==> src/pso_pkg.sv <==
`timescale 1ns / 1ps
`default_nettype none

package pso_pkg;

  localparam int unsigned STEP_W = 4;
  typedef logic [STEP_W-1:0] step_t;

  typedef logic [1:0] cfg_idx_t;
  localparam cfg_idx_t CFG_INERTIA   = 2'd0;
  localparam cfg_idx_t CFG_COGNITIVE = 2'd1;
  localparam cfg_idx_t CFG_SOCIAL    = 2'd2;

  localparam logic [15:0] INERTIA_RST   = 16'd4096;
  localparam logic [15:0] COGNITIVE_RST = 16'd8192;
  localparam logic [15:0] SOCIAL_RST    = 16'd8192;

  typedef struct packed {
    logic signed [31:0] position;
    logic signed [31:0] velocity;
    logic signed [31:0] pbest_value;
    logic signed [31:0] lbest_value;
    logic        [15:0] rand_pbest;
    logic        [15:0] rand_lbest;
    logic signed [31:0] range_low;
    logic signed [31:0] range_high;
    logic               last_dim;
  } pso_in_t;

  typedef struct packed {
    logic signed [31:0] new_velocity;
    logic signed [31:0] new_position;
    logic               was_clamped;
    logic               saturated;
    logic        [31:0] speed_out;
    logic               last_out;
  } pso_out_t;

  typedef struct packed {
    cfg_idx_t    index;
    logic [15:0] wdata;
  } pso_cfg_t;

  typedef enum logic [3:0] {
    OP_NOP,
    OP_CAPTURE,
    OP_LD_K1,
    OP_LD_K2,
    OP_ACC_SET,
    OP_ACC_ADD,
    OP_SAT_V,
    OP_POS,
    OP_CLAMP,
    OP_ABS,
    OP_ACCUM,
    OP_SQRT_INIT,
    OP_SQRT,
    OP_OUT
  } op_e;

  typedef enum logic [2:0] {
    MS_C1R1,
    MS_C2R2,
    MS_WV,
    MS_K1D1,
    MS_K2D2,
    MS_MAG
  } mul_sel_e;

  typedef enum logic [2:0] {
    JMP_NONE,
    JMP_NO_IN,
    JMP_NOT_LAST,
    JMP_SQRT_MORE,
    JMP_OUT_BUSY
  } jmp_e;

  typedef struct packed {
    op_e      op;
    logic     mul_en;
    mul_sel_e mul_sel;
    jmp_e     jmp;
    step_t    target;
  } ctrl_t;

  typedef struct packed {
    logic in_valid;
    logic out_busy;
    logic last;
    logic sqrt_more;
  } status_t;

  localparam step_t ST_CAPTURE = 4'd0;
  localparam step_t ST_ACCUM   = 4'd12;
  localparam step_t ST_SQRT    = 4'd14;
  localparam step_t ST_OUT     = 4'd15;

  function automatic ctrl_t mk(op_e op, logic en, mul_sel_e sel, jmp_e jmp, step_t tgt);
    ctrl_t c;
    c.op      = op;
    c.mul_en  = en;
    c.mul_sel = sel;
    c.jmp     = jmp;
    c.target  = tgt;
    return c;
  endfunction

  // microprogram; the step after ST_OUT wraps to ST_CAPTURE
  function automatic ctrl_t ucode(step_t s);
    ctrl_t c;
    unique case (s)
      4'd0:    c = mk(OP_CAPTURE,   1'b0, MS_C1R1, JMP_NO_IN,     ST_CAPTURE);
      4'd1:    c = mk(OP_NOP,       1'b1, MS_C1R1, JMP_NONE,      ST_CAPTURE);
      4'd2:    c = mk(OP_LD_K1,     1'b1, MS_C2R2, JMP_NONE,      ST_CAPTURE);
      4'd3:    c = mk(OP_LD_K2,     1'b1, MS_WV,   JMP_NONE,      ST_CAPTURE);
      4'd4:    c = mk(OP_ACC_SET,   1'b1, MS_K1D1, JMP_NONE,      ST_CAPTURE);
      4'd5:    c = mk(OP_ACC_ADD,   1'b1, MS_K2D2, JMP_NONE,      ST_CAPTURE);
      4'd6:    c = mk(OP_ACC_ADD,   1'b0, MS_C1R1, JMP_NONE,      ST_CAPTURE);
      4'd7:    c = mk(OP_SAT_V,     1'b0, MS_C1R1, JMP_NONE,      ST_CAPTURE);
      4'd8:    c = mk(OP_POS,       1'b0, MS_C1R1, JMP_NONE,      ST_CAPTURE);
      4'd9:    c = mk(OP_CLAMP,     1'b0, MS_C1R1, JMP_NONE,      ST_CAPTURE);
      4'd10:   c = mk(OP_ABS,       1'b0, MS_C1R1, JMP_NONE,      ST_CAPTURE);
      4'd11:   c = mk(OP_NOP,       1'b1, MS_MAG,  JMP_NONE,      ST_CAPTURE);
      4'd12:   c = mk(OP_ACCUM,     1'b0, MS_C1R1, JMP_NOT_LAST,  ST_OUT);
      4'd13:   c = mk(OP_SQRT_INIT, 1'b0, MS_C1R1, JMP_NONE,      ST_CAPTURE);
      4'd14:   c = mk(OP_SQRT,      1'b0, MS_C1R1, JMP_SQRT_MORE, ST_SQRT);
      4'd15:   c = mk(OP_OUT,       1'b0, MS_C1R1, JMP_OUT_BUSY,  ST_OUT);
      default: c = mk(OP_NOP,       1'b0, MS_C1R1, JMP_NONE,      ST_CAPTURE);
    endcase
    return c;
  endfunction

endpackage

`default_nettype wire

==> src/pso_seq.sv <==
`timescale 1ns / 1ps
`default_nettype none

module pso_seq
  import pso_pkg::*;
(
  input  wire     clk_i,
  input  wire     rst_ni,
  input  status_t status_i,
  output ctrl_t   ctrl_o
);

  step_t step_q, step_d;
  logic  take;

  assign ctrl_o = ucode(step_q);

  always_comb begin
    unique case (ctrl_o.jmp)
      JMP_NONE:      take = 1'b0;
      JMP_NO_IN:     take = !status_i.in_valid;
      JMP_NOT_LAST:  take = !status_i.last;
      JMP_SQRT_MORE: take = status_i.sqrt_more;
      JMP_OUT_BUSY:  take = status_i.out_busy;
      default:       take = 1'b0;
    endcase
    step_d = take ? ctrl_o.target : step_q + step_t'(1);
  end

  always_ff @(posedge clk_i or negedge rst_ni) begin
    if (!rst_ni) begin
      step_q <= ST_CAPTURE;
    end else begin
      step_q <= step_d;
    end
  end

endmodule

`default_nettype wire

==> config.mk <==
export PLATFORM = sky130hd
export DESIGN_NAME = pso_seq
export DESIGN_NICKNAME = d
export VERILOG_FILES = /design/src/pso_pkg.sv /design/src/pso_seq.sv
export SDC_FILE = /design/constraint.sdc
export NUM_CORES = 1
export LEC_CHECK = 0
export ABC_AREA = 0
export BUFFER_PORTS_ARGS = -buffer_cell sky130_fd_sc_hd__buf_2
export CAP_MARGIN = 20
export CORE_AREA = 2 2 39 41
export DETAILED_ROUTE_END_ITERATION = 16
export DIE_AREA = 0 0 41 43
export HOLD_SLACK_MARGIN = 0.03
export PLACE_DENSITY_LB_ADDON = 0.1
export SYNTH_ARGS = -nofsm -noshare
export SYNTH_HDL_FRONTEND = slang
export SYNTH_SLANG_ARGS = --single-unit
==> constraint.sdc <==
create_clock -name clk_i -period 2.35 [get_ports clk_i]
set_input_delay 0.1175 -clock clk_i [delete_from_list [all_inputs] [get_ports clk_i]]
set_output_delay 0.1175 -clock clk_i [all_outputs]
set_load 0.005 [all_outputs]
==> results by group <==
Run status
  • Status: finished, final reports clean

Route
  • Via count: 486
  • Total wire length: 1.08 mm
  • Via count normalized by instance count: between 4 and 5
  • DRC errors left: 0
  • Final ANT Viol Nets: 0
  • Drt initial violations: 11
  • Mean routed wirelength per cell: roughly 11 um
  • First drt pass iteration count: 4

Global routing
  • Largest net degree at the start of global routing: 19
  • Initial antenna violation count: 0
  • First-pass GRT wire length: 1.86 mm
  • Vias in the first global route: about 430
  • Grt total ovfl: 0
  • Gr usage total: 0.156

Logic synthesis
  • Post-Synthesis Cells: between 60 and 70
  • Ys Warns: 0
  • Yosys cell types: 25
  • Synth Register Bits: 4
  • Synth top area share: 0.196
  • Yosys top cell by area: dfrtp_1
  • EDFF count, synth: 0
  • Mapped Area: slightly above 500 um2
  • Sequential fraction of the synthesis area: 0.196
  • Primary FF master, synth: dfrtp_1
  • Post-Syn Nets: 76
  • Asr flop ratio synth: 1.00
  • Top cells by area, synth: dfrtp_1 (20%), ha_1 (17%), mux2i_1 (7.8%), o21ai_0 (6.8%), mux2_4 (5.9%)
  • Avg Cell Area, Syn: roughly 8.1 um2

CTS
  • Clock tree buffer depth: 2
  • Reg clk slew, reported paths: roughly 0.04 ns
  • Number of CTS-inserted buffers: 3
  • Root Driver: clkbuf_4
  • CTS Sinks: 4
  • CTS tree: yes
  • Clk_lat worst skew: ~0.24 ns
  • Post-CTS sizing: 0
  • H-tree depth: 1

Final layout
  • Multi-input logic area: approximately 360 um2
  • Final Util: 0.458
  • Most frequent cells in the layout: buf_2 (20), nand2_1 (7), o21ai_0 (7), ha_1 (7), nor2_1 (5)
  • Max reg flops: 4
  • Share of cells above drive strength 1: 0.354
  • Fillers: 149
  • Regs by FF count: step_q: 4 flops
  • Sequential Area: approximately 100 um2
  • Most common cell after layout, fill and taps aside: buf_2
  • Non-filler cells, final: between 90 and 100
  • Ant. Diodes: 0
  • Final #Nets: 97
  • Area Growth Syn to Fin: 23.7%
  • Top reg by flops: step_q

Die
  • Die width: ~40 um
  • Die ar.: ~1800 um2
  • Core area: approximately 1400 um2
  • Num ports: 21
  • Rows: 14
  • Die Height: 43 um
  • Initial Util: 0.370

Placed design
  • Hpwl dp: 850 um
  • DP Cell Count: 94
  • Gpl congestion: about 0.76
  • Buffers on Ports: 20

Worst setup path
  • Crit Path Class: flip-flop to flip-flop
  • Startpoint types: flip-flop
  • Critical path peak fanout: 7
  • Worst EP required: around 2.5 ns
  • Crit end category: flip-flop
  • Crit path DAT: 2.10 ns

STA
  • Worst slew pin tran: 0.490 ns
  • Final Critical Period: a little under 2 ns
  • Final Hold Fails: 0
  • Fmax: around 510 MHz
  • Relative slew slack: 0.673
  • RSZ-0062 raised after global routing: false
  • Pins Over Slew Limit: 0
  • Period utilization: 0.840
  • Clock skew: roughly 0.0017 ns
  • Setup violations, final: 0
  • Setup TNS: 0 ns
  • Worst hold margin: 0.216 ns

Pwr
  • Worst vdd ir: between 0.6 and 0.7 mV
  • Int Power: between 0.5 and 0.6 mW
  • Clock network power share: 0.091
  • PwrDens: 1490 nW/um2
  • Switching portion of total power: 0.469
  • Sw power: 0.442 mW
  • Leakage power: ~0.36 nW
  • Seq pwr share: 0.190
  • Combinational Power Share: 0.719

Run
  • Max_cap viols: 0

Min path
  • Hold WC Path Type: input port to asynchronous set/reset pin
[layout make-up]
cell class                      instances  share of cell area
Sequential cell                         4               0.158
Clock buffer                            3              0.0356
Tap cell                               16              0.0316
Timing Repair Buffer                   22               0.186
Multi-Input combinational cell         49               0.565
Inverter                                4              0.0237
[repair_timing]
action | in CTS | in global routing
endpoints found under the setup margin | 0 | 0
buffers inserted | 0 | 0
hold buffers | 1 | 0
hold endpoints to repair | 4 | 0
[synth_stat cells, drive strengths merged, types with 2 or more instances]
library cell / count
a21oi: 3
nand2: 7
o21ai: 7
nor2: 5
ha: 7
mux2: 2
mux2i: 4
buf: 4
inv: 4
xor2: 2
clkbuf: 2
dfrtp: 4
nand3: 2
[power by group through the flow]
stage               Clock, mW  Combinational (mW)  Sequential (mW)
floorplan                   0               0.538            0.135
detailed placement          0               0.684            0.180
global route           0.0966               0.781            0.195
global placement            0               0.695            0.181
finish                 0.0859               0.678            0.179
CTS                    0.0890               0.688            0.179
[stage by stage]
| stage | setup WS, ns | power, mW | area [um2] |
|---|---|---|---|
| 4_1_cts | 0.378 | 0.957 | 633 |
| 3_5_place_dp | 0.390 | 0.864 | 601 |
| 6_report | 0.375 | 0.943 | 633 |
| 2_1_floorplan | 0.556 | 0.673 | 512 |
| 3_3_place_gp | 0.409 | 0.876 | 601 |
| 5_1_grt | 0.220 | 1.07 | 633 |
[critical path: stages (launching register included)]
cell,delay (ns)
dfrtp_1,0.42
inv_1,0.16
ha_1,0.31
nor3b_2,0.20
a21oi_1,0.06
o311a_2,0.40
mux2_4,0.31
[logic make-up after synthesis]
family	after synthesis	share of synthesized area
AOI/OAI and AO/OA	15	0.176
xor gates and xnor gates	2	0.0342
adders and majority gates	7	0.171
buffers and inverters	10	0.105
DFF	4	0.196
muxes	6	0.137
and+or+nand+nor	19	0.181
[path summary, 6_finish.rpt]
kind                                   from         to  slack (ns)  cells after the start
worst max-delay path              step_q[1]  step_q[1]        0.37                      6
max in group asynchronous            rst_ni  step_q[3]        2.02                      2
worst min-delay path                 rst_ni  step_q[0]        0.22                      2
worst max register to register    step_q[1]  step_q[1]        0.37                      6
worst min register to register    step_q[2]  step_q[2]        0.72                      3
min in group clk_i              status_i[2]  step_q[3]        0.39                      4
[metal layers]
layer  vias up  track usage  wire, um
met5         -            0         0
met4         0       0.0800        14
met3         3       0.0471        85
met2        19        0.203       477
met1       213        0.224       505
li1        251            -         -
Note: power is estimated with default switching activity, not from simulation.
